==> config.mk <==
export PLATFORM = sky130hd
export DESIGN_NAME = dictionary_order_line_matcher_core
export DESIGN_NICKNAME = d
export VERILOG_FILES = /design/src/rtl/dolm_pkg.sv /design/src/rtl/dolm_key_mem.sv /design/src/rtl/dolm_line_ctrl.sv /design/src/rtl/dolm_out_buf.sv /design/src/rtl/dictionary_order_line_matcher_core.sv
export SDC_FILE = /design/constraint.sdc
export NUM_CORES = 1
export LEC_CHECK = 0
export BUFFER_PORTS_ARGS = -buffer_cell sky130_fd_sc_hd__buf_2
export CAP_MARGIN = 15
export CORE_MARGIN = 8
export CORE_UTILIZATION = 47
export DETAILED_ROUTE_END_ITERATION = 8
export PLACE_DENSITY_LB_ADDON = 0.2
export SLEW_MARGIN = 20
export SYNTH_ARGS = -nofsm -noshare
export SYNTH_HDL_FRONTEND = slang
export SYNTH_SLANG_ARGS = --single-unit
==> constraint.sdc <==
create_clock -name clk -period 6.73 [get_ports clk]
set_input_delay 1.346 -clock clk [delete_from_list [all_inputs] [get_ports clk]]
set_output_delay 1.346 -clock clk [all_outputs]
set_load 0.02 [all_outputs]
==> src/rtl/dolm_pkg.sv <==
// Shared types, constants and byte folding for the dictionary-order line matcher.
`timescale 1ns / 1ps
`default_nettype none

package dolm_pkg;

    localparam int MAX_KEY_DEF   = 64;
    localparam int LINE_BITS_DEF = 20;
    localparam int LINE_NUM_W    = 20;

    localparam logic [7:0] CH_TAB     = 8'h09;
    localparam logic [7:0] CH_NEWLINE = 8'h0A;
    localparam logic [7:0] CH_SPACE   = 8'h20;
    localparam logic [7:0] CH_DIGIT_0 = 8'h30;
    localparam logic [7:0] CH_DIGIT_9 = 8'h39;
    localparam logic [7:0] CH_UPPER_A = 8'h41;
    localparam logic [7:0] CH_UPPER_Z = 8'h5A;
    localparam logic [7:0] CH_LOWER_A = 8'h61;
    localparam logic [7:0] CH_LOWER_Z = 8'h7A;
    localparam logic [7:0] CASE_SHIFT = 8'h20;

    typedef enum logic [1:0] {
        CMD_CLEAR = 2'd0,
        CMD_KEY   = 2'd1,
        CMD_INDEX = 2'd2
    } cmd_t;

    typedef enum logic [1:0] {
        REL_BEFORE = 2'd0,
        REL_PREFIX = 2'd1,
        REL_EXACT  = 2'd2,
        REL_AFTER  = 2'd3
    } relation_t;

    typedef enum logic [1:0] {
        PH_COMPARE   = 2'd0,
        PH_DECIDED   = 2'd1,
        PH_AFTER_TAB = 2'd2
    } line_phase_t;

    typedef struct packed {
        relation_t               relation;
        logic                    matched;
        logic [LINE_NUM_W-1:0]   line_number;
        logic                    key_truncated;
        logic                    missing_tab;
    } result_t;

    // Bit 8 marks a significant byte (space, letter or digit); bits 7:0 hold
    // the byte with upper-case letters folded to lower case.
    function automatic logic [8:0] fold_byte(input logic [7:0] b);
        logic [8:0] r;
        begin
            r = {1'b0, b};
            if (b >= CH_UPPER_A && b <= CH_UPPER_Z)
            begin
                r = {1'b1, b + CASE_SHIFT};
            end
            else if ((b >= CH_LOWER_A && b <= CH_LOWER_Z) ||
                     (b >= CH_DIGIT_0 && b <= CH_DIGIT_9) || b == CH_SPACE)
            begin
                r = {1'b1, b};
            end
            return r;
        end
    endfunction

endpackage

`default_nettype wire

==> src/rtl/dolm_key_mem.sv <==
// Key store: one write port, one registered read port with write forwarding.
`timescale 1ns / 1ps
`default_nettype none

module dolm_key_mem
#(
    parameter int DEPTH = 64,
    parameter int AW    = 6
)
(
    input  wire logic          clk,
    input  wire logic          wr_en,
    input  wire logic [AW-1:0] wr_addr,
    input  wire logic [7:0]    wr_data,
    input  wire logic [AW-1:0] rd_addr,
    output logic      [7:0]    rd_data
);

    logic [7:0] key_ram [DEPTH];
    logic [7:0] rd_data_reg;

    always_ff @(posedge clk)
    begin
        if (wr_en)
        begin
            key_ram[wr_addr] <= wr_data;
        end
    end

    // A write to the address being read lands in the read register directly,
    // so the compare never sees the old contents of that entry.
    always_ff @(posedge clk)
    begin
        if (wr_en && wr_addr == rd_addr)
        begin
            rd_data_reg <= wr_data;
        end
        else
        begin
            rd_data_reg <= key_ram[rd_addr];
        end
    end

    assign rd_data = rd_data_reg;

endmodule

`default_nettype wire

==> src/rtl/dolm_line_ctrl.sv <==
// Key loading, headword compare and line bookkeeping around the key store.
`timescale 1ns / 1ps
`default_nettype none

module dolm_line_ctrl
    import dolm_pkg::*;
#(
    parameter int MAX_KEY   = MAX_KEY_DEF,
    parameter int LINE_BITS = LINE_BITS_DEF
)
(
    input  wire logic       clk,
    input  wire logic       rst_n,
    input  wire logic       cfg_wr_en,
    input  wire logic       cfg_wr_data,
    input  wire logic       accept,
    input  wire logic [1:0] command,
    input  wire logic [7:0] byte_value,
    output logic            res_valid,
    output result_t         res
);

    localparam int CW = $clog2(MAX_KEY + 1);
    localparam int AW = (MAX_KEY > 1) ? $clog2(MAX_KEY) : 1;

    logic [CW-1:0]        key_len_reg,   key_len_next;
    logic                 key_ovf_reg,   key_ovf_next;
    logic [CW-1:0]        match_pos_reg, match_pos_next;
    line_phase_t          phase_reg,     phase_next;
    relation_t            line_rel_reg,  line_rel_next;
    logic [LINE_BITS-1:0] line_cnt_reg,  line_cnt_next;
    logic                 match_mode_reg;

    logic [8:0]  fold;
    logic [7:0]  key_byte;
    logic        wr_en;
    relation_t   end_rel;
    relation_t   final_rel;

    assign fold = fold_byte(byte_value);

    dolm_key_mem
    #(
        .DEPTH (MAX_KEY),
        .AW    (AW)
    )
    u_key_mem
    (
        .clk     (clk),
        .wr_en   (wr_en),
        .wr_addr (key_len_reg[AW-1:0]),
        .wr_data (fold[7:0]),
        .rd_addr (match_pos_next[AW-1:0]),
        .rd_data (key_byte)
    );

    // Relation when the headword ends while still comparing.
    always_comb
    begin
        if (match_pos_reg < key_len_reg)
        begin
            end_rel = REL_AFTER;
        end
        else
        begin
            end_rel = REL_EXACT;
        end
    end

    always_comb
    begin
        if (phase_reg == PH_COMPARE)
        begin
            final_rel = end_rel;
        end
        else
        begin
            final_rel = line_rel_reg;
        end
    end

    always_comb
    begin
        key_len_next   = key_len_reg;
        key_ovf_next   = key_ovf_reg;
        match_pos_next = match_pos_reg;
        phase_next     = phase_reg;
        line_rel_next  = line_rel_reg;
        line_cnt_next  = line_cnt_reg;
        wr_en          = 1'b0;
        res_valid      = 1'b0;

        res.relation      = final_rel;
        res.matched       = (final_rel == REL_EXACT) ||
                            (match_mode_reg && final_rel == REL_PREFIX);
        res.line_number   = LINE_NUM_W'(line_cnt_reg);
        res.key_truncated = key_ovf_reg;
        res.missing_tab   = (phase_reg != PH_AFTER_TAB);

        if (accept)
        begin
            unique case (command)
                CMD_CLEAR:
                begin
                    key_len_next   = '0;
                    key_ovf_next   = 1'b0;
                    line_cnt_next  = '0;
                    match_pos_next = '0;
                    phase_next     = PH_COMPARE;
                    line_rel_next  = REL_BEFORE;
                end
                CMD_KEY:
                begin
                    if (fold[8])
                    begin
                        if (key_len_reg < CW'(MAX_KEY))
                        begin
                            wr_en        = 1'b1;
                            key_len_next = key_len_reg + CW'(1);
                        end
                        else
                        begin
                            key_ovf_next = 1'b1;
                        end
                    end
                end
                CMD_INDEX:
                begin
                    if (byte_value == CH_NEWLINE)
                    begin
                        res_valid      = 1'b1;
                        line_cnt_next  = line_cnt_reg + LINE_BITS'(1);
                        match_pos_next = '0;
                        phase_next     = PH_COMPARE;
                        line_rel_next  = REL_BEFORE;
                    end
                    else if (byte_value == CH_TAB)
                    begin
                        if (phase_reg == PH_COMPARE)
                        begin
                            line_rel_next = end_rel;
                        end
                        phase_next = PH_AFTER_TAB;
                    end
                    else if (phase_reg == PH_COMPARE && fold[8])
                    begin
                        // The key is used up but the headword goes on.
                        if (match_pos_reg >= key_len_reg)
                        begin
                            line_rel_next = REL_PREFIX;
                            phase_next    = PH_DECIDED;
                        end
                        else if (key_byte != fold[7:0])
                        begin
                            if (key_byte < fold[7:0])
                            begin
                                line_rel_next = REL_BEFORE;
                            end
                            else
                            begin
                                line_rel_next = REL_AFTER;
                            end
                            phase_next = PH_DECIDED;
                        end
                        else
                        begin
                            match_pos_next = match_pos_reg + CW'(1);
                        end
                    end
                end
                default:
                begin
                end
            endcase
        end
    end

    always_ff @(posedge clk or negedge rst_n)
    begin
        if (!rst_n)
        begin
            key_len_reg    <= '0;
            key_ovf_reg    <= 1'b0;
            match_pos_reg  <= '0;
            phase_reg      <= PH_COMPARE;
            line_rel_reg   <= REL_BEFORE;
            line_cnt_reg   <= '0;
            match_mode_reg <= 1'b0;
        end
        else
        begin
            key_len_reg   <= key_len_next;
            key_ovf_reg   <= key_ovf_next;
            match_pos_reg <= match_pos_next;
            phase_reg     <= phase_next;
            line_rel_reg  <= line_rel_next;
            line_cnt_reg  <= line_cnt_next;
            if (cfg_wr_en)
            begin
                match_mode_reg <= cfg_wr_data;
            end
        end
    end

`ifndef NO_ASSERTIONS
    a_pos_within_key: assert property (@(posedge clk) disable iff (!rst_n)
        match_pos_reg <= key_len_reg)
        else $error("compare position ran past the key length");

    a_key_len_bound: assert property (@(posedge clk) disable iff (!rst_n)
        key_len_reg <= CW'(MAX_KEY))
        else $error("key length exceeds the key store");

    a_ovf_only_when_full: assert property (@(posedge clk) disable iff (!rst_n)
        $rose(key_ovf_reg) |-> $past(key_len_reg) == CW'(MAX_KEY))
        else $error("key overflow flagged while the key store had room");
`endif

endmodule

`default_nettype wire

==> src/rtl/dolm_out_buf.sv <==
// Output register with a skid entry so the input side keeps moving under stall until that entry fills.
`timescale 1ns / 1ps
`default_nettype none

module dolm_out_buf
    import dolm_pkg::*;
(
    input  wire logic    clk,
    input  wire logic    rst_n,
    input  wire logic    push,
    input  wire result_t push_data,
    output logic         full,
    output logic         out_valid,
    output result_t      out_data,
    input  wire logic    out_stall
);

    logic    out_valid_reg,  out_valid_next;
    result_t out_data_reg,   out_data_next;
    logic    skid_valid_reg, skid_valid_next;
    result_t skid_data_reg,  skid_data_next;
    logic    slot_free;

    assign slot_free = !out_valid_reg || !out_stall;

    always_comb
    begin
        out_valid_next  = out_valid_reg;
        out_data_next   = out_data_reg;
        skid_valid_next = skid_valid_reg;
        skid_data_next  = skid_data_reg;
        if (skid_valid_reg)
        begin
            if (slot_free)
            begin
                out_valid_next  = 1'b1;
                out_data_next   = skid_data_reg;
                skid_valid_next = 1'b0;
            end
        end
        else if (push)
        begin
            if (slot_free)
            begin
                out_valid_next = 1'b1;
                out_data_next  = push_data;
            end
            else
            begin
                skid_valid_next = 1'b1;
                skid_data_next  = push_data;
            end
        end
        else if (slot_free)
        begin
            out_valid_next = 1'b0;
        end
    end

    always_ff @(posedge clk or negedge rst_n)
    begin
        if (!rst_n)
        begin
            out_valid_reg  <= 1'b0;
            skid_valid_reg <= 1'b0;
        end
        else
        begin
            out_valid_reg  <= out_valid_next;
            skid_valid_reg <= skid_valid_next;
        end
    end

    always_ff @(posedge clk)
    begin
        out_data_reg  <= out_data_next;
        skid_data_reg <= skid_data_next;
    end

    assign full      = skid_valid_reg;
    assign out_valid = out_valid_reg;
    assign out_data  = out_data_reg;

`ifndef NO_ASSERTIONS
    a_no_push_when_full: assert property (@(posedge clk) disable iff (!rst_n)
        !(push && skid_valid_reg))
        else $error("result pushed while the skid entry is occupied");

    a_skid_behind_out: assert property (@(posedge clk) disable iff (!rst_n)
        skid_valid_reg |-> out_valid_reg)
        else $error("skid entry holds a result ahead of an empty output");

    a_skid_fill_cause: assert property (@(posedge clk) disable iff (!rst_n)
        $rose(skid_valid_reg) |-> $past(out_valid_reg && out_stall && push))
        else $error("skid entry filled without a stalled output");
`endif

endmodule

`default_nettype wire

==> src/rtl/dictionary_order_line_matcher_core.sv <==
// Top level of the dictionary-order line matcher.
`timescale 1ns / 1ps
`default_nettype none

// Load a key with command 1 requests (clear it first with command 0), then
// stream index text with command 2 requests, one byte per request, lines of
// the form headword, tab, rest, newline. A new request, including a newline,
// is taken on every clock while item_stall is low. The key byte at the next
// compare position is fetched into the key store's read register as the
// position updates, with a write to that entry forwarded to the read, so
// each index byte is compared in the cycle it arrives. A newline's result is
// registered in the output register, or in a skid entry while the output is
// stalled, and item_stall rises only while that entry is occupied. There is no
// clearing pass after reset: only key entries written since the last clear
// are ever compared. match_mode may be written through cfg_wr_en and
// cfg_wr_data whenever the block is idle.
module dictionary_order_line_matcher_core
    import dolm_pkg::*;
#(
    parameter int MAX_KEY   = MAX_KEY_DEF,
    parameter int LINE_BITS = LINE_BITS_DEF
)
(
    input  wire logic                  clk,
    input  wire logic                  rst_n,
    input  wire logic                  cfg_wr_en,
    input  wire logic                  cfg_wr_data,
    input  wire logic                  item_valid,
    output logic                       item_stall,
    input  wire logic [1:0]            command,
    input  wire logic [7:0]            byte_value,
    output logic                       result_valid,
    input  wire logic                  result_stall,
    output logic [1:0]                 relation,
    output logic                       matched,
    output logic [LINE_NUM_W-1:0]      line_number,
    output logic                       key_truncated,
    output logic                       missing_tab
);

    logic    accept;
    logic    res_valid;
    result_t res;
    result_t out_data;
    logic    buf_full;

    assign item_stall = buf_full;
    assign accept     = item_valid && !buf_full;

    dolm_line_ctrl
    #(
        .MAX_KEY   (MAX_KEY),
        .LINE_BITS (LINE_BITS)
    )
    u_line_ctrl
    (
        .clk         (clk),
        .rst_n       (rst_n),
        .cfg_wr_en   (cfg_wr_en),
        .cfg_wr_data (cfg_wr_data),
        .accept      (accept),
        .command     (command),
        .byte_value  (byte_value),
        .res_valid   (res_valid),
        .res         (res)
    );

    dolm_out_buf u_out_buf
    (
        .clk       (clk),
        .rst_n     (rst_n),
        .push      (res_valid),
        .push_data (res),
        .full      (buf_full),
        .out_valid (result_valid),
        .out_data  (out_data),
        .out_stall (result_stall)
    );

    assign relation      = out_data.relation;
    assign matched       = out_data.matched;
    assign line_number   = out_data.line_number;
    assign key_truncated = out_data.key_truncated;
    assign missing_tab   = out_data.missing_tab;

endmodule

`default_nettype wire
Yosys cells after proc, flatten, opt, wreduce, memory -nomap -nowiden
Memories as Yosys holds them, arrays and structs flattened. A register that Yosys moved wholly into a read port is not among the register bits.
Index checks and enable logic that the tools add are counted.

storage, ports and cells
  bits in registers = 92
  RAM bits = 512
  bits of input ports = 16
  output and inout port bits = 27
  logic and storage cells = 134
  memories kept = 1

memory list
  memory                         depth  width  rd ports  clocked after memory_dff  write ports  line                source
  u_line_ctrl.u_key_mem.key_ram  64     8      1         1                         1            dolm_key_mem.sv:19  logic [7:0] key_ram [DEPTH];

operators by class
  $add $sub $neg = 4
  order comparisons = 10
  equal/unequal tests = 19
  multiplexer cells = 52
  bitwise operators = 2
  reductions and logical operators = 26

operators by type and width
  kind                                                  number
  two-way mux 25 bit                                    4
  two-way mux 7 bit                                     7
  one-hot mux 20 bit (2 select lines)                   1
  one-hot mux 7 bit (2 select lines)                    2
  two-way mux 2 bit                                     12
  adder 20 x 1 -> 20 bit (second input constant)        1
  two-way mux 20 bit                                    1
  two-way mux 1 bit                                     19
  two-way mux 9 bit                                     2
  equality test 8 x 4 -> 1 bit (second input constant)  2
  >= comparator 8 x 7 -> 1 bit (second input constant)  2
  <= comparator 8 x 7 -> 1 bit (second input constant)  2
  adder 7 x 1 -> 7 bit (second input constant)          2
  AND reduction 4 bit                                   3
  != test 3 x 2 -> 1 bit (second input constant)        3
  adder 8 x 6 -> 8 bit (second input constant)          1
  equality test 8 x 6 -> 1 bit (second input constant)  1
  >= comparator 8 x 6 -> 1 bit (second input constant)  1
  <= comparator 8 x 6 -> 1 bit (second input constant)  1
  less-than comparator 8 bit                            1
  != test 8 bit                                         1
  one-hot mux 2 bit (2 select lines)                    2
  >= comparator 7 bit                                   1
  less-than comparator 7 bit                            1
  other kinds (20)                                      40

Depth between registers and ports, before layout
  depth in word-level cells = 14
  gate-level depth with buffers = 13
  mapped depth without buffers = 13

By module
From an unflattened synthesis, not the netlist that was laid out.

unflattened totals
  cells, all modules = 1335
  area total of the unflattened synthesis = 24830.1 um2

modules (own cells, without submodules)
  module                              times used  cells an instance  area an instance (um2)  sequential area each (um2)
  dolm_key_mem                        1           938                20126.8                 15494.9
  dolm_line_ctrl                      1           312                2766.4                  1001.0
  dolm_out_buf                        1           84                 1923.1                  1551.5
  dictionary_order_line_matcher_core  1           1                  13.8                    0.0

Least setup slack after synthesis
No wires, ideal clock.

  path type = flip-flop to flip-flop
  start point = register with a tool-made name
  end point = register u_line_ctrl.match_pos_reg[5]
  library setup time = 0.087 ns
  arrival time = 4.481 ns
  required time = 6.643 ns
  setup slack = 2.162 ns
  stages on the path, launching flop included = 12
  path buffers = 2
  period minus slack after synthesis = 4.568 ns
  cell sequence = dfxtp_1 -> buf_2 -> buf_1 -> mux4_2 -> mux4_2 -> mux4_2 -> ha_1 -> nand4_1 -> a2111oi_2 -> o2111ai_1 -> or4_1 -> a21oi_1

RTL lines
  item                    line                   source
  end signal: assignment  dolm_line_ctrl.sv:194  match_pos_reg <= match_pos_next;
  end: declaration        dolm_line_ctrl.sv:28   logic [CW-1:0] match_pos_reg, match_pos_next;

==> metrics.cfg <==
[drt]
route.detailed.drc = 0
wl_met1_mm = 22.8
wl_met3_mm = 3.36
dr_wl_met2_mm = 24.9
wl_mm = 52.6
drtPass1Iterations = 5
num_vias = 11996
postRouteAntennaNets = 0
initialDrtViolationCount = 1004
highest_layer = met4
via_per_inst = 5.91
wl_per_cell_um = 25.9

[setup_path]
worstPathMaxFanout = 29
cp.required_ps = 7240
worst_setup_path_start_kind = flop
path_cells = buf_4 -> mux4_2 -> mux4_2 -> mux4_2 -> ha_1 -> nand4_1 -> a2111oi_2 -> o2111ai_1 -> or4_1 -> a21oi_1
cp_slowest_stage_delay_ps = 780
end_kind = flop
worstSetupPathType = flop to flop
crit_top_cell = mux4_2
worst-endpoint-arrival_ps = 5680
cp_slowest_cell = dfxtp_4

[die]
num_rows = 83
core_um2 = 51400
dieArea_um2 = 59700
ios = 43
die_x_um = 244
start_util_pct = 47.7
die_y_um = 244

[clock_tree]
cts_sinks = 610
cts_tree = done
clk_pin_slew_ps = 60
clock_tree.buffer_depth = 3
cts_buffers = 61
ctsResizeCount = 0
hold_buffers = 0
htree_num_levels = 2
cts_setup_buffers = 0
clk_latency_ps = 620
clockRootBuffer = clkbuf_16

[synth]
ys_ff_latch = 610
synthCells = 1219
ys.flop_type = edfxtp_1
ys.warnings.count = 0
synth_top_area_share_pct = 68.9
ys_seq_area_share_pct = 73.7
yosysMostFrequentCell = edfxtp_1
syn_nets = 1255
yosysTopAreaCell = edfxtp_1
synthArstFlopShare_pct = 6.89
synth-edff-count = 562
synth_common_cells = edfxtp_1, mux4_2, nor2_1
mappedNetlistArea_um2 = 24500
synth_cell_types = 61
ys_top_cells_by_area = edfxtp_1, mux4_2, dfrtp_1
avgSynthCellArea_um2 = 20.1

[layout]
largest_reg_flops = 512
fill_cells = 4002
fin_util_pct = 53.5
nNetsFinal = 1334
syn2layout_area_growth_pct = 12.3
final_layout_size_suffix_gt1_share_pct = 27.8
final_area_um2 = 27500

[power]
pwr_density_cell_nw_per_um2 = 276
vdd_drop_max_v = 0.000206
p_leak_nw = 8.56

[timing]
finClkSkew_ps = 18.4
hold_viol_final = 0
setup_viol = 0
max_freq_mhz = 193
grt_setup_unrepaired = no
fin_setup_tns_ps = 0
worst_pin_slew_ps = 1090
worst_hold_slack_ps = 521
slew_viol_final = 0
relSlewSlack_pct = 27.6
post-route-min-period_ps = 5180
timing.final.crit_share_pct = 77.0

[grt]
gr-usage-all-layers_pct = 17.7
grt_pass1_wl_mm = 79.6
overflow = 0
grt_start_max_net_pins = 74
antenna_found_initial = 1
grt_pass1_vias = 12074

[placed_design]
gp_congestion = 0.890
placed_area_um2 = 25600
portBuffers = 42
hpwl_mm = 33.4

[hold_path]
min-delay-path-class = flop to flop

[run_status]
run_status = finished, final reports clean

[job]
drv_cap = 0

-- report_power, final --
part	internal (mW)	total, mW	switching [mW]	leakage (nW)
logic	0.0528	0.206	0.153	2.02
registers	4.15	4.18	0.0220	5.62
clock network	1.81	3.20	1.39	0.919
total	6.02	7.59	1.56	8.56
-- final timing paths --
kind / from / to / slack (ps) / depth (start not counted)
max: flop / u_line_ctrl.match_pos_reg[5] / 1550 / 10
min: u_line_ctrl.line_cnt_reg[19] / u_out_buf.skid_data_reg[21] / 520 / 0
min in group asynchronous: rst_n / u_line_ctrl.match_mode_reg / 740 / 1
max reg2reg: flop / u_line_ctrl.match_pos_reg[5] / 1550 / 10
min reg2reg: u_line_ctrl.line_cnt_reg[19] / u_out_buf.skid_data_reg[21] / 520 / 0
max in group asynchronous: rst_n / u_out_buf.full / 5530 / 1
-- per-stage QoR --
step | cells | setup WS [ps] | total power [mW]
6_report | 2031 | 1550 | 7.59
5_1_grt | 2030 | 1270 | 7.81
4_1_cts | 2030 | 1540 | 7.65
3_5_place_dp | 1915 | 1290 | 4.46
3_3_place_gp | 1915 | 1450 | 4.46
2_1_floorplan | 1219 | 2160 | 4.36
-- metal layers --
layer / vias up / GRT usage (%)
li1: 5170 / -
met1: 6306 / 25.1
met2: 426 / 27.7
met3: 94 / 3.10
met4: 0 / 5.92
met5: - / 0
-- layout by cell type, fill, tap and decap left out, types with 11 or more instances in the layout --
cell type	n
edfxtp_1	562
clkinv_2	11
xor2_1	16
nor3_1	21
clkinv_1	21
dfrtp_1	41
clkbuf_16	61
inv_1	23
nor2_1	89
nand2_1	30
clkbuf_1	13
nand3_1	21
mux4_2	168
buf_4	27
o21ai_0	15
ha_1	20
mux2_2	28
nand4_1	11
a21oi_1	19
buf_2	41
-- cells by family after synthesis --
| family | count (synthesis) | share of synthesized area [%] |
|---|---|---|
| multiplexers | 197 | 16.8 |
| flip-flops | 610 | 73.7 |
| buffers and inverters | 84 | 1.41 |
| adder cells (fa/ha/maj) | 20 | 1.02 |
| AO/OA/AOI/OAI | 76 | 2.20 |
| AND/OR/NAND/NOR | 211 | 4.18 |
| XOR/XNOR | 21 | 0.751 |
-- cell type report --
class / count / area (um2) / area share (%)
Antenna cell: 1 / 2.50 / 0.00910
Clock buffer: 74 / 1580 / 5.73
Clock inverter: 41 / 305 / 1.11
Inverter: 28 / 105 / 0.382
Multi-Input combinational cell: 525 / 6120 / 22.3
Sequential cell: 610 / 18100 / 65.6
Tap cell: 680 / 851 / 3.09
Timing Repair Buffer: 72 / 488 / 1.77
-- critical path, delay by kind of cell (launching register included) --
kind,cells,cell delay [ps]
DFF,1,780
muxes,3,1570
and+or+nand+nor,2,760
buffers and inverters,1,450
adders and majority gates,1,310
AOI/OAI and AO/OA,3,1170
Note: power is estimated with default switching activity, not from simulation.
